<file path="src/hw/rtl/gnt_pkg.sv">
// Shared types and constants for the neighbour table next-hop core.
// No dependencies; imported by the front, back and top-level modules.
`timescale 1ns / 1ps
`default_nettype none
package gnt_pkg;

	typedef enum logic [2:0] {
		OP_ADD    = 3'd0,
		OP_DEL    = 3'd1,
		OP_GETPOS = 3'd2,
		OP_ISNB   = 3'd3,
		OP_CLEAR  = 3'd4,
		OP_GREEDY = 3'd5,
		OP_PERIM  = 3'd6,
		OP_UPTIME = 3'd7
	} op_t;

	// Command class produced by the front end.
	typedef struct packed {
		op_t  op;
		logic purge;
		logic geo;
	} cmd_class_t;

	localparam int CLASS_W = $bits(cmd_class_t);
	localparam int TIME_W  = 32;
	localparam int ADDR_W  = 32;
	localparam logic [TIME_W-1:0] LIFETIME_RST = 32'd2000;

endpackage
`default_nettype wire

</file>
<file path="src/hw/rtl/gnt_front.sv">
// Front end: takes command words, classifies them and precomputes the
// reference point and the direction or offset vector. Uses gnt_pkg.
`timescale 1ns / 1ps
`default_nettype none
module gnt_front #(
	parameter int COORD_BITS = 24
) (
	input  logic                                  clk,
	input  logic                                  arst_n,
	input  logic                                  start,
	output logic                                  busy,
	input  logic [2:0]                            func,
	input  logic [gnt_pkg::TIME_W-1:0]            now_time,
	input  logic [gnt_pkg::ADDR_W-1:0]            key_addr,
	input  logic signed [COORD_BITS-1:0]          pos_x,
	input  logic signed [COORD_BITS-1:0]          pos_y,
	input  logic signed [COORD_BITS-1:0]          self_x,
	input  logic signed [COORD_BITS-1:0]          self_y,
	input  logic                                  q_full,
	output logic                                  push,
	output logic [gnt_pkg::CLASS_W+gnt_pkg::TIME_W+gnt_pkg::ADDR_W
		+6*COORD_BITS+2-1:0]                      word
);
	import gnt_pkg::*;

	localparam int C = COORD_BITS;
	localparam int D = C + 1;
	localparam int W = CLASS_W + TIME_W + ADDR_W + 6 * C + 2;

	cmd_class_t             cls;
	logic signed [C-1:0]    ref_x, ref_y;
	logic signed [D-1:0]    d0, d1;
	logic                   take;
	logic                   vld_s1;
	logic [W-1:0]           word_s1;

	always_comb begin
		cls.op    = op_t'(func);
		cls.purge = (cls.op == OP_ISNB) || (cls.op == OP_GREEDY) || (cls.op == OP_PERIM);
		cls.geo   = (cls.op == OP_GREEDY) || (cls.op == OP_PERIM);
		// perimeter measures from own node, everything else from pos
		if (cls.op == OP_PERIM) begin
			ref_x = self_x;
			ref_y = self_y;
			d0    = {pos_x[C-1], pos_x} - {self_x[C-1], self_x};
			d1    = {pos_y[C-1], pos_y} - {self_y[C-1], self_y};
		end else begin
			ref_x = pos_x;
			ref_y = pos_y;
			d0    = {self_x[C-1], self_x} - {pos_x[C-1], pos_x};
			d1    = {self_y[C-1], self_y} - {pos_y[C-1], pos_y};
		end
	end

	assign push = vld_s1 && !q_full;
	assign busy = vld_s1 && q_full;
	assign take = start && !busy;
	assign word = word_s1;

	always_ff @(posedge clk or negedge arst_n) begin
		if (!arst_n) begin
			vld_s1 <= 1'b0;
		end else if (take) begin
			vld_s1 <= 1'b1;
		end else if (push) begin
			vld_s1 <= 1'b0;
		end
	end

	always_ff @(posedge clk) begin
		if (take) begin
			word_s1 <= {cls, now_time, key_addr, pos_x, pos_y, ref_x, ref_y, d0, d1};
		end
	end

endmodule
`default_nettype wire

</file>
<file path="config.mk">
export PLATFORM = sky130hd
export DESIGN_NAME = gnt_front
export DESIGN_NICKNAME = d
export VERILOG_FILES = /design/src/hw/rtl/gnt_pkg.sv /design/src/hw/rtl/gnt_front.sv
export SDC_FILE = /design/constraint.sdc
export NUM_CORES = 1
export LEC_CHECK = 0
export BUFFER_PORTS_ARGS = -buffer_cell sky130_fd_sc_hd__buf_2
export CAP_MARGIN = 10
export CORE_AREA = 5 5 290 178
export CTS_CLUSTER_DIAMETER = 100
export DETAILED_ROUTE_END_ITERATION = 10
export DIE_AREA = 0 0 295 183
export HOLD_SLACK_MARGIN = 0.12
export REMOVE_ABC_BUFFERS = 1
export SYNTH_ARGS = -nofsm -noshare
export SYNTH_HDL_FRONTEND = slang
export SYNTH_SLANG_ARGS = --single-unit
</file>
<file path="constraint.sdc">
create_clock -name clk -period 11.1 [get_ports clk]
set_input_delay 2.22 -clock clk [delete_from_list [all_inputs] [get_ports clk]]
set_output_delay 2.22 -clock clk [all_outputs]
set_load 0.01 [all_outputs]
</file>
-- Word level (Yosys, flattened, before mapping)
Cells that the tools add are included.
- mux-type cells: 6
- reductions and logical operators: 9
- add/subtract/negate cells: 4
- eq/ne operators: 3
- operators by type and width (kind ; number):
    $sub A24 B24 Y25 ; 4
    $mux W25 ; 2
    $mux W24 ; 2
    $eq A3 B3 Y1 const B ; 2
    $eq A3 B2 Y1 const B ; 1
    $logic_and A1 B1 Y1 ; 3
    $logic_or A1 B1 Y1 ; 3
    $logic_not A1 Y1 ; 2
    $mux W1 ; 2
    $reduce_bool A2 Y1 ; 1
- output and inout port bits: 217
- word-level logic and storage cells: 24
- bits of input ports: 167
- register bits after elaboration: 216

-- Logic depth before layout (Yosys ltp)
- depth after elaboration: 4
- gate-level depth with buffers: 10

-- Worst setup path after synthesis
No wires, ideal clock.
- path type: in2reg
- start: in q_full
- end: reg word_s1[0], in the netlist word[0] (enable)
- path buffers: 0
- stages on the path: 2
- data arrival time: 11.885 ns
- library setup time: 0.818 ns
- path slack: -1.604 ns
- cell sequence: and2_1 -> nor2b_1
- word-level cells in the longest chain between the ends: 3
- RTL lines (what ; line ; source):
    from (decl) ; gnt_front.sv:19 ; input logic q_full,
    $logic_and A1 B1 Y1 ; gnt_front.sv:56 ; assign busy = vld_s1 && q_full;
    $logic_not A1 Y1 ; gnt_front.sv:57 ; assign take = start && !busy;
    $logic_and A1 B1 Y1 ; gnt_front.sv:57 ;
    named net take ; gnt_front.sv:33 ; logic take;
    to (signal assigned) ; gnt_front.sv:72 ; word_s1 <= {cls, now_time, key_addr, pos_x, pos_y, ref_x, ref_y, d0, d1};
    to (decl) ; gnt_front.sv:35 ; logic [W-1:0] word_s1;
The timed path passes the listed nets, and every way through them passes these cells.
A chain may end at the register's enable or synchronous reset.

-- Worst setup path after layout
- start: in q_full
- end: out busy
- word-level cells in the longest chain between the ends: 1
- RTL lines (what ; line ; source):
    $logic_and A1 B1 Y1 ; gnt_front.sv:56 ;
    to (decl) ; gnt_front.sv:11 ; output logic busy,
Every way passes these cells.

==> results.sh <==
export IMPL_cp_max_fo=3
export IMPL_clk_latency_ns=0.56
export IMPL_synth_top_area_share_pct=53.6
export IMPL_vias=9775
export IMPL_cp_end_kind="output port"
export IMPL_post_route_period_util_pct=44.1
export IMPL_r2r_end="word[108]"
export IMPL_fp_dieH_um=183
export IMPL_drive_gt1_share_pct=29.6
export IMPL_drt_total_wl_um=38900
export IMPL_reg2regPathDepth=4
export IMPL_ant_nets=0
export IMPL_startpoint_type="input pin"
export IMPL_clock_sinks=216
export IMPL_grt_overflow_total=0
export IMPL_p_sw_uw=651
export IMPL_power_density_mw_per_mm2=148
export IMPL_fp_coreArea_mm2=0.0488
export IMPL_cp_num_buf_inv=2
export IMPL_cts_max_level=1
export IMPL_peakVddDrop_v=0.0000956
export IMPL_worstSetupPathType="input pin to output port"
export IMPL_slowest_delay_ns=0.21
export IMPL_syn_cell_area_mm2=0.0120
export IMPL_cts_clk_slew_worst_paths_ns=0.06
export IMPL_setup_violations=0
export IMPL_pwr_share_seq_pct=43.4
export IMPL_cts_setup_buffers=0
export IMPL_worst_path_max_delay_cell="and2_1"
export IMPL_grt_pass1_vias=9752
export IMPL_critPathLaunch="q_full"
export IMPL_top_usage_layer="met2"
export IMPL_avgSynthCellArea_um2=10.9
export IMPL_final_util_pct=31.7
export IMPL_grt_max_degree=176
export IMPL_fin_cells=2154
export IMPL_leakage_nw=6.75
export IMPL_seq_area_frac_synth_pct=53.8
export IMPL_fillers=5053
export IMPL_dp_slack_ns=6.16
export IMPL_antenna_found_initial=3
export IMPL_dp_cells=2106
export IMPL_num_rows=63
export IMPL_finClkSkew_ns=0.0203
export IMPL_finalCriticalPeriod_ns=4.90
export IMPL_io_pins=384
export IMPL_path_depth=3
export IMPL_slew_headroom_pct=26.2
export IMPL_setup_ws_ns=6.20
export IMPL_yosysTopAreaCell="edfxtp_1"
export IMPL_gr_usage_met1_pct=17.5
export IMPL_hold_worst_slack_ns=0.720
export IMPL_hold_class="flop to flop"
export IMPL_ys_types=68
export IMPL_die_w_um=295
export IMPL_viasPerCell=4.54
export IMPL_cts_buffers=26
export IMPL_clkPwrFrac_pct=37.0
export IMPL_power_frac_comb_pct=19.6
export IMPL_cts_buffer_depth=3
export IMPL_cp_cell_sequence="buf_2 > and2_1 > buf_2"
export IMPL_grt_setup_unrepaired="false"
export IMPL_start_util_pct=24.7
export IMPL_status="complete, no violations"
export IMPL_cts_hold_buf=0
export IMPL_yosysWarnings=0
export IMPL_p_sw_share_pct=28.5
export IMPL_yosys_top_cells_count="edfxtp_1 (215), o21ai_0 (116), nand2_1 (112)"
export IMPL_wire_per_inst_um=18.1
export IMPL_dr_pass1_iters=5
export IMPL_worstSetupEndpoint="busy"
export IMPL_worst_ep_arrival_time_ns=2.68
export IMPL_critPathTopFamily="buffers and inverters"
export IMPL_synth_top_flop_cell="edfxtp_1"
export IMPL_hold_viol=0
export IMPL_tightest_slew_ns=1.11
export IMPL_drt_iter0_drc=616
export IMPL_die_area_mm2=0.0540
export IMPL_timing_fmax_mhz=204
export IMPL_cts_root_buffer="clkbuf_16"
export IMPL_met2_usage_pct=23.6
export IMPL_maxCapViolations=0
export IMPL_reg2reg_setup_slack_ns=8.61
export IMPL_grt_util_all_layers_pct=13.6
export IMPL_critPathRequiredTime_ns=8.88
export IMPL_numPortBuffers=383
export IMPL_dp_hpwl_um=30200
export IMPL_cts_tree="done"
export IMPL_area_delta_synth_final_pct=28.6
export IMPL_synthCells=1108
export IMPL_post_cts_resized=0
export IMPL_place_congestion=0.852
export IMPL_grt_pass1_wl_um=57700
export IMPL_reg2reg_from="vld_s1"
export IMPL_synth_edf_count=215
export IMPL_async_flop_share_pct=0.463
export IMPL_p_int_mw=1.63
export IMPL_drcViolationCount=0
export IMPL_grt_use_met3_pct=3.06
export IMPL_drv_slew=0
export IMPL_nets=1751
export IMPL_path_common_cell="buf_2"
export IMPL_synth_seq_cells=216
export IMPL_synth_area_leaders="edfxtp_1 (54%), ha_1 (10%), o21ai_0 (4.8%), a21oi_1 (4.3%), nand2_1 (3.5%)"
export IMPL_synth_most_common_cell="edfxtp_1"
## worst min path at each step
stage / startpoint / to / cells past startpoint
detailed placement: vld_s1 / vld_s1 / 2
finish: vld_s1 / vld_s1 / 2
floorplan: vld_s1 / vld_s1 / 2
global route: vld_s1 / vld_s1 / 2
CTS: vld_s1 / vld_s1 / 2
global placement: vld_s1 / vld_s1 / 2
## area by class of cell
class                   count  area (um2)  share of cell area (%)
flip-flops and latches    216        6480                    41.9
multi-input cells         745        4990                    32.2
repair buffers            388        1970                    12.7
well taps                 650         813                    5.25
clock buffers              32         694                    4.49
inverters                 107         402                    2.59
clock inverters            14         130                   0.841
diodes                      2        5.00                  0.0323
## layout by cell type (no fill, tap or decap), types with 6 or more instances in the layout
master,Yosys,routed
a211oi_1,11,11
a21o_1,15,15
a21oi_1,104,104
a31oi_1,6,6
and2_1,7,7
buf_2,14,383
clkbuf_16,0,27
clkinv_1,0,6
edfxtp_1,215,215
ha_1,96,96
inv_1,107,107
mux2i_1,7,7
nand2_1,112,112
nand3_1,15,15
nand4_1,10,10
nor2_1,46,45
nor2b_1,24,23
nor3_1,7,7
o21a_1,9,9
o21ai_0,116,116
o21ai_1,8,8
o21bai_1,10,10
o31ai_1,8,8
or3_1,6,6
xnor2_1,24,24
xor2_1,22,22
## layer usage
| metal | wire length (um) | vias to the layer above | part of all wire (%) |
|---|---|---|---|
| met5 | 0 | - | 0 |
| met4 | 757 | 0 | 1.9 |
| met3 | 2520 | 58 | 6.5 |
| met2 | 19200 | 333 | 49 |
| met1 | 16400 | 4644 | 42 |
| li1 | - | 4740 | - |
## power by group through the flow
stage | registers (mW) | clock network [mW] | logic (mW)
floorplan | 1.06 | 0 | 0.231
global placement | 1.01 | 0 | 0.447
detailed placement | 1.01 | 0 | 0.451
CTS | 0.993 | 0.877 | 0.454
global route | 0.998 | 0.910 | 0.496
finish | 0.992 | 0.845 | 0.449
## cells by family (layout without fill, tap and decap cells)
kind of cell             count (synthesis)  count (layout)  share of synthesized area (%)
other                                    0               2                              0
XOR/XNOR                                46              46                           3.35
AO/OA/AOI/OAI                          339             339                           16.9
flip-flops                             216             216                           53.8
multiplexers                             9               9                          0.769
adder cells (fa/ha/maj)                100             100                           10.6
buffers and inverters                  147             541                           4.83
AND/OR/NAND/NOR                        251             251                           9.72
## per-stage QoR
| stage | power, mW | instance area, um2 | setup TNS, ns |
|---|---|---|---|
| final | 2.29 | 15500 | 0 |
| after global routing | 2.40 | 15500 | 0 |
| after CTS | 2.32 | 15500 | 0 |
| after detailed placement | 1.46 | 14700 | 0 |
| after global placement | 1.46 | 14700 | 0 |
| after floorplan | 1.29 | 11900 | -344.78 |
## registers in the layout, summed over array words and instances (netlist names)
name    cells
vld_s1      1
word      215
## tightest hold or removal path: cells and delay by family, from the launching register on
| family | cells | cell delay [ns] |
|---|---|---|
| and+or+nand+nor | 2 | 0.35 |
| DFF | 1 | 0.33 |
Power figures use the tool's default switching activity.
