<file path="config.mk">
export PLATFORM = sky130hd
export DESIGN_NAME = gnt_cmd_queue
export DESIGN_NICKNAME = d
export VERILOG_FILES = /design/src/hw/rtl/gnt_cmd_queue.sv
export SDC_FILE = /design/constraint.sdc
export NUM_CORES = 1
export LEC_CHECK = 0
export BUFFER_PORTS_ARGS = -buffer_cell sky130_fd_sc_hd__buf_4
export CAP_MARGIN = 20
export CORE_MARGIN = 2
export CORE_UTILIZATION = 30
export CTS_BUF_LIST = sky130_fd_sc_hd__clkbuf_4
export DETAILED_ROUTE_END_ITERATION = 12
export MAX_ROUTING_LAYER = met4
export PLACE_DENSITY = 0.51
export SYNTH_ARGS = -nofsm -noshare
export SYNTH_HDL_FRONTEND = slang
export SYNTH_SLANG_ARGS = --single-unit
</file>
<file path="constraint.sdc">
create_clock -name clk -period 3 [get_ports clk]
set_input_delay 0.15 -clock clk [delete_from_list [all_inputs] [get_ports clk]]
set_output_delay 0.15 -clock clk [all_outputs]
set_load 0.1 [all_outputs]
</file>
<file path="src/hw/rtl/gnt_cmd_queue.sv">
// Two-deep command queue between the front and back ends.
// No package dependencies.
`timescale 1ns / 1ps
`default_nettype none
module gnt_cmd_queue #(
	parameter int W = 8
) (
	input  logic         clk,
	input  logic         arst_n,
	input  logic         push,
	input  logic [W-1:0] wdata,
	output logic         full,
	input  logic         pop,
	output logic [W-1:0] rdata,
	output logic         empty
);
	logic [W-1:0] slot_q [2];
	logic         wr_ptr_q, rd_ptr_q;
	logic [1:0]   cnt_q;

	assign full  = (cnt_q == 2'd2);
	assign empty = (cnt_q == 2'd0);
	assign rdata = slot_q[rd_ptr_q];

	always_ff @(posedge clk or negedge arst_n) begin
		if (!arst_n) begin
			wr_ptr_q <= 1'b0;
			rd_ptr_q <= 1'b0;
			cnt_q    <= 2'd0;
		end else begin
			if (push) begin
				wr_ptr_q <= wr_ptr_q + 1'b1;
			end
			if (pop) begin
				rd_ptr_q <= rd_ptr_q + 1'b1;
			end
			if (push && !pop) begin
				cnt_q <= cnt_q + 2'd1;
			end else if (pop && !push) begin
				cnt_q <= cnt_q - 2'd1;
			end
		end
	end

	always_ff @(posedge clk) begin
		if (push) begin
			slot_q[wr_ptr_q] <= wdata;
		end
	end

endmodule
`default_nettype wire

</file>
# ---- Yosys cells after proc, flatten, opt, wreduce, memory -nomap -nowiden
# Memories as Yosys holds them, arrays and structs flattened.
# Index checks and enable logic that the tools add are counted.
dict set report word_totals {
  register_bits 4
  wordCells 19
  input_bits 12
  mem_count 1
  ram_bits 16
  out_inout_bits 10
}
# memory words width rd rd_clocked_by_memory_dff wr line
set mem_list {}
lappend mem_list {slot_q 2 8 1 0 1 17} ;# logic [W-1:0] slot_q [2];
dict set report classes {
  muxes 4
  n_eq_ne 1
  n_reduce_logical 6
  n_addsub 4
}
# operator n
set ops {}
lappend ops {{2-bit two-way mux} 2}
lappend ops {{1-bit adder (second input constant)} 2}
lappend ops {{2-bit by 1-bit adder with 2-bit output (second input constant)} 1}
lappend ops {{2-bit == test (second input constant)} 1}
lappend ops {{1-bit logical AND} 2}
lappend ops {{1-bit zero test} 2}
lappend ops {{2-bit zero test} 1}
lappend ops {{1-bit two-way mux} 2}
lappend ops {{2-bit nonzero test} 1}
lappend ops {{2-bit by 1-bit subtractor with 2-bit output (second input constant)} 1}

# ---- Depth between registers and ports, before layout
# Gate-level depths: netlist of run 1.
dict set report logic_depth {
  ltp_word 4
  depth_mapped 5
  mapped_depth_nobuf 5
}

# ---- Worst setup path after synthesis of run 1
# Ideal clock, no wire load.
dict set report synth_path {
  kind {register to output}
  start {reg cnt_q[0]}
  end {out empty}
  stages_incl_launch_ff 2
  slack_ns 1.189
  t_required_ns 2.850
  t_arrival_ns 1.661
  path_buffers 0
  path_cell_list {dfrtp_1 -> nor2_1}
}
dict set report synth_via {
  elab_chain_len 1
}
# element line
set synth_lines {}
lappend synth_lines {{start: declaration} 19} ;# logic [1:0] cnt_q;
lappend synth_lines {{start signal: assignment} 38} ;# cnt_q <= cnt_q + 2'd1;
lappend synth_lines {{start signal: assignment} 40} ;# cnt_q <= cnt_q - 2'd1;
lappend synth_lines {{2-bit zero test} 22} ;# assign empty = (cnt_q == 2'd0);
lappend synth_lines {{end: declaration} 15} ;# output logic empty
# No other way between the ends.

# ---- Worst setup path after layout of run 1
dict set report layout_path {
  start {reg rd_ptr_q}
  end {out rdata[7]}
}
dict set report layout_via {
  elab_chain_len 1
}
# element line
set layout_lines {}
lappend layout_lines {{start: declaration} 18} ;# logic wr_ptr_q, rd_ptr_q;
lappend layout_lines {{start signal: assignment} 35} ;# rd_ptr_q <= rd_ptr_q + 1'b1;
lappend layout_lines {{memory 2 x 8 bit} n/a}
lappend layout_lines {{end: declaration} 14} ;# output logic [W-1:0] rdata,
# No other way between the ends.

==> impl_results.md, run 1 <==
- Status: finished, final reports clean
- Residual DRC: 0
- Sequential area share after synthesis: 0.7532
- Synth Net Count: 54
- Crit share post-route: 0.5498
- Reg2Reg Depth: 1
- Fin nets: 80
- Worst setup startpoint: rd_ptr_q
- RSZ-0062 raised after global routing: false
- Drt wl/cell: roughly 12 µm
- YS warnings: 0
- DRT Wirelength: 1146 µm
- GP Congestion: approximately 0.62
- Port Buffers: 21
- Slew of the pin with the lowest slew margin: between 0.7 and 0.8 ns
- Crit path arrival time: 1.50 ns
- Placed cell areas: ~950 µm²
- Drt first-iter violations: 0
- FF/Latch Area: roughly 580 µm²
- Setup violators final: 0
- Fmax: roughly 600 MHz
- TritonCTS Sinks: 20
- FF+latch count, synth: 20
- Max H-tree Level: 1
- Min Tclk post-route: ~1.6 ns
- Startpoint class of the critical path: flip-flop
- ANT nets after route: 0
- Initial core utilization: 0.3140
- Slew headroom: 0.5013
- Top delay family on crit path: flip-flops
- I/O pin count: 22
- Sum Neg Setup Slack: 0 ns
- Clk_lat worst skew: about 0.28 ns
- Number of global-route vias before repair: ~400
- Hold-critical path depth: 1
- CTS buffer count: 3
- Max-cap violations: 0
- Critical path type: flip-flop to primary output
- Max Buffers Root-to-Sink: 2
- WP buf/inv: 1
- N_diodes: 0
- Mapped Cells: 41
- Top-area cell type share of the netlist area: 0.6234
- Drt pass-1 iters: 1
- Total die area: 2990 µm²
- Vias: 405
- Worst path slowest cell: dfrtp_1
- First-pass GRT wire length: 1683 µm
- Mapped cell area: approximately 770 µm²
- Postcts setup bufs: 0
- Synth-to-layout area growth: 29.06%
- R2r setup slk: 1.64 ns
- Leading cell type in the layout, fill and taps excluded: buf_4
- Fillers: around 230
- CTS Root Cell: clkbuf_4
- Reg2reg start: wr_ptr_q
- Die Wd: approximately 55 µm
- Die Span Y: between 50 and 60 µm
- Total track usage: 0.08757
- Largest net degree at the start of global routing: 12
- Post-synthesis cell type count: 12
- Share of layout cells above drive strength 1: 0.5152
- Post-Layout Inst Area: ~990 µm²
- Initial antenna violation count: 0
- Critical Path RT: ~2.9 ns
- Multi-input logic area: around 180 µm²
- Dominant cells by area after synthesis: edfxtp_1 (62%), dfrtp_1 (13%), mux2_2 (12%), xor2_1 (4.5%), ha_1 (1.6%)
- Reg2reg end: slot_q[0][0]
- CTS clk-pin slew, worst paths: ~0.1 ns
- Final hold violation count: 0
- Hold Crit Class: input pin to flip-flop
- Worst setup endpoint: rdata[7]
- CTS tree: yes
- Critical path's largest stage delay: about 0.60 ns
- Via density: ~4.2
- Clk_skew: 0.006224 ns
- Commonest cells after routing, fill and taps aside: buf_4 (21), edfxtp_1 (16), mux2_2 (8)
- Maximum fanout along the worst path: 9
- Core footprint: around 2500 µm²
- FP Rows: 18
- Gr ovfl total: 0
- Mean Syn Cell Area: roughly 19 µm²
- HPWL after DPL: 821.4 µm
- Cell taking the most area after synthesis: edfxtp_1
- Nature of the critical path endpoint: primary output
- WP depth: 2
- Critical path, cell by cell: mux2_2 -> buf_4
- Max-slew violations: 0
[cells in the mapped netlist (all sizes together)]
master,count
mux2,8
edfxtp,16
ha,1
xnor2,1
and2b,1
and2,1
dfrtp,4
nor2b,1
buf,1
xor2,4
inv,1
nor2,2
[cells by family (layout without fill, tap and decap cells)]
group         Yosys count  after routing  synth area share
flops                  20             20            0.7533
mux                     8              8            0.1169
xor+xnor                5              5           0.05682
simple gates            5              5           0.03735
buf+inv                 2             27           0.01947
fa+ha+maj               1              1           0.01623
[flip-flops by register name, summed over array words and instances (netlist names)]
register / flops
slot_q: 16
wr_ptr_q: 1
rd_ptr_q: 1
cnt_q: 2
[layer usage]
| metal | share of wire | wire length, µm | up-vias | GRT usage |
|---|---|---|---|---|
| met3 | 0.060 | 69 | 2 | 0.02459 |
| met4 | 0.0052 | 6 | 0 | 0.05000 |
| li1 | - | - | 196 | - |
| met1 | 0.43 | 491 | 194 | 0.09310 |
| met2 | 0.50 | 578 | 13 | 0.1448 |
| met5 | 0 | 0 | - | - |
[repair_timing]
item | in CTS | in global routing
endpoints found under the hold margin | 4 | 0
hold buffers | 1 | 0
gates resized for setup | 0 | 0
setup endpoints to repair | 0 | 0
[metrics by stage]
| stage | setup slack, ns | utilization | hold slack [ns] | std cells |
|---|---|---|---|---|
| 2_1_floorplan | 1.189 | - | -0.1456 | 41 |
| 3_3_place_gp | 1.595 | 0.3889 | -0.04756 | 91 |
| 3_5_place_dp | 1.610 | 0.3889 | -0.04692 | 91 |
| 4_1_cts | 1.302 | 0.4052 | 0.02492 | 96 |
| 5_1_grt | 1.274 | 0.4052 | 0.01617 | 96 |
| 6_report | 1.350 | 0.4052 | 0.04288 | 96 |
[cell type report]
cell class | instances | share of cell area
Multi-Input combinational cell | 19 | 0.1761
Timing Repair Buffer | 22 | 0.1686
Inverter | 1 | 0.003774
Sequential cell | 20 | 0.5836
Tap cell | 30 | 0.03774
Clock buffer | 4 | 0.03019
[worst min path at each step]
stage	endpoint	from
6_report	slot_q[1][3]	wdata[3]
5_1_grt	slot_q[1][2]	wdata[2]
4_1_cts	rd_ptr_q	pop
3_5_place_dp	cnt_q[0]	arst_n
3_3_place_gp	cnt_q[0]	arst_n
2_1_floorplan	cnt_q[0]	arst_n
Power of run 1 is not shown: default switching activity piles up to over one toggle a cycle in this logic, so the estimate is an artifact.
==> run 2: changes to the inputs <==
--- a/config.mk
+++ b/config.mk
@@ -5,6 +5,7 @@
 export SDC_FILE = /design/constraint.sdc
 export NUM_CORES = 1
 export LEC_CHECK = 0
+export ABC_AREA = 1
 export BUFFER_PORTS_ARGS = -buffer_cell sky130_fd_sc_hd__buf_4
 export CAP_MARGIN = 20
 export CORE_MARGIN = 2
@@ -12,7 +13,7 @@
 export CTS_BUF_LIST = sky130_fd_sc_hd__clkbuf_4
 export DETAILED_ROUTE_END_ITERATION = 12
 export MAX_ROUTING_LAYER = met4
-export PLACE_DENSITY = 0.51
+export PLACE_DENSITY = 0.52
 export SYNTH_ARGS = -nofsm -noshare
 export SYNTH_HDL_FRONTEND = slang
 export SYNTH_SLANG_ARGS = --single-unit
==> constraint.sdc (replaced) <==
create_clock -name clk -period 1.49 [get_ports clk]
set_input_delay 0.0745 -clock clk [delete_from_list [all_inputs] [get_ports clk]]
set_output_delay 0.0745 -clock clk [all_outputs]
set_load 0.1 [all_outputs]
==> run 2 against run 1 <==
Against the previous run:
- clock-buffer cell count is the same
- first-iteration DRC count grew 9
- sequential share of layout area shrank 10 points
- highest routed layer unchanged
==> impl_results.md, run 2 <==
- Top-count cell post-synth: edfxtp_1
- Slew headroom: 0.7521
- Dominant cells by area after synthesis: edfxtp_1 (59%), mux2_4 (15%), dfrtp_1 (12%), inv_1 (3.2%), nand2_1 (2.3%)
- HPWL after DPL: ~940 µm
- Initial antenna violation count: 0
- Port Buffers: 21
- Nature of the critical path endpoint: primary output
- Share of layout cells above drive strength 1: 0.4494
- Crit share post-route: 0.9612
- Mapped cell area: ~820 µm²
- Top reg by flops: slot_q
- Top-area cell type share of the netlist area: 0.5872
- Number of global-route vias before repair: approximately 520
- Die Span Y: about 56 µm
- Crit path arrival time: between 1 and 1.5 ns
- Post-synthesis cell type count: 12
- R2r setup slk: between 0.4 and 0.5 ns
- GP Congestion: roughly 0.67
- Via density: 4.202
- Die Wd: 56.23 µm
- Mapped Cells: 50
- Synth Net Count: 63
- YS warnings: 0
- CTS tree: yes
- RSZ-0062 raised after global routing: false
- Sequential area share after synthesis: 0.7095
- Final setup margin: approximately 0.058 ns
- Clk_lat worst skew: approximately 0.29 ns
- Drt first-iter violations: 9
- Clk_skew: roughly 0.0050 ns
- Max Buffers Root-to-Sink: 2
- First-pass GRT wire length: approximately 2400 µm
- Vias: 500
- Max-slew violations: 0
- Sum Neg Setup Slack: 0 ns
- Pre-CTS setup slack: 0.1583 ns
- Synth-to-layout area growth: 47.40%
- Startpoint class of the critical path: flip-flop
- Utilization after layout: 0.4782
- Mean Syn Cell Area: about 16 µm²
- Setup violators final: 0
- DRT Wirelength: about 1400 µm
- Total die area: about 3200 µm²
- Commonest cells after routing, fill and taps aside: buf_4 (16), edfxtp_1 (16), dlygate4sd3_1 (11)
- Largest net degree at the start of global routing: 12
- Prevailing post-synth register cell: edfxtp_1
- Max-cap violations: 0
- TritonCTS Sinks: 20
- I/O pin count: 22
- Max H-tree Level: 1
- Synth top cells by count: edfxtp_1 (16), mux2_4 (8), inv_1 (7), nand2_1 (5), dfrtp_1 (4)
- CTS clk-pin slew, worst paths: 0.10 ns
- Status: finished, final reports clean
- Drt wl/cell: between 10 and 15 µm
- Maximum fanout along the worst path: 4
- Min Tclk post-route: around 1.4 ns
- Cell taking the most area after synthesis: edfxtp_1
- CTS buffer count: 3
- Critical path type: flip-flop to primary output
- Max FFs per register: 16
- Slew of the pin with the lowest slew margin: 0.3714 ns
- N_diodes: 0
- ANT nets after route: 0
- Core footprint: 2522 µm²
- Regs by FF count: slot_q x16, cnt_q x2
- Fmax: between 600 and 700 MHz
- FF+latch count, synth: 20
- Final hold violation count: 0
- Gr ovfl total: 0
- Total track usage: 0.1030
- Residual DRC: 0
- FP Rows: 18
- Drt pass-1 iters: 4
- Fin nets: between 100 and 150
- Post-synth EDFFs: 16
- Hold Crit Class: input pin to async pin
- CTS Root Cell: clkbuf_4
- Async S/R FF share, synth: 0.2000
- Initial core utilization: 0.3244
- Critical Path RT: roughly 1.4 ns
[run 2: cell count changes after synthesis, moves of 2 or more]
cell     previous run  this run
inv_1               1         7
mux2_4              0         8
xor2_1              4         2
nand2_1             0         5
mux2_2              8         0
[run 2: routing by layer]
| layer | global-route usage | routed length [µm] | vias to the layer above |
|---|---|---|---|
| li1 | - | - | 251 |
| met1 | 0.1204 | 601 | 236 |
| met2 | 0.1630 | 720 | 11 |
| met3 | 0.02093 | 52 | 2 |
| met4 | 0.06122 | 13 | 0 |
| met5 | - | 0 | - |
[run 2: cell families (layout without fill, tap and decap cells)]
| kind of cell | after synthesis | after routing | share of synthesized area |
|---|---|---|---|
| AND/OR/NAND/NOR | 10 | 10 | 0.05046 |
| flip-flops | 20 | 20 | 0.7095 |
| multiplexers | 8 | 8 | 0.1468 |
| XOR/XNOR | 3 | 3 | 0.03212 |
| buffers and inverters | 8 | 47 | 0.04588 |
| adder cells (fa/ha/maj) | 1 | 1 | 0.01529 |
[run 2: path summary, 6_finish.rpt]
check / startpoint / to / cells after the start
setup / recovery: rd_ptr_q / rdata[6] / 3
hold / removal: arst_n / cnt_q[0] / 2
setup reg to reg: wr_ptr_q / slot_q[1][7] / 2
hold reg to reg: wr_ptr_q / wr_ptr_q / 1
max in group asynchronous: arst_n / rd_ptr_q / 2
min in group clk: pop / rd_ptr_q / 3
[run 2: layout make-up]
type,count,area (µm²)
Sequential cell,20,581.8
Tap cell,30,37.54
Inverter,7,26.28
Clock buffer,4,30.03
Multi-Input combinational cell,22,205.2
Fill cell,241,1316
Timing Repair Buffer,36,325.3
[run 2: stage by stage]
stage / cells / area [µm²] / hold WS (ns)
floorplan: 50 / 823.3 / -0.2211
finish: 119 / 1206 / 0.1069
global route: 119 / 1206 / 0.1160
global placement: 102 / 1022 / -0.1235
CTS: 119 / 1176 / 0.1005
detailed placement: 102 / 1022 / -0.1233
[run 2: worst max-delay path, stage by stage, from the launching register on]
cell and delay, ns:
dfrtp_2 0.41, buf_2 0.17, mux2_4 0.31, buf_6 0.18
[run 2: repair_timing]
item / 4_1_cts / 5_1_grt
hold endpoints to repair: 22 / 0
gates resized for setup: 1 / 8
setup endpoints to repair: 8 / 8
setup buffers: 2 / 0
hold buffers: 11 / 0
Power of run 2 is left out for the same reason.
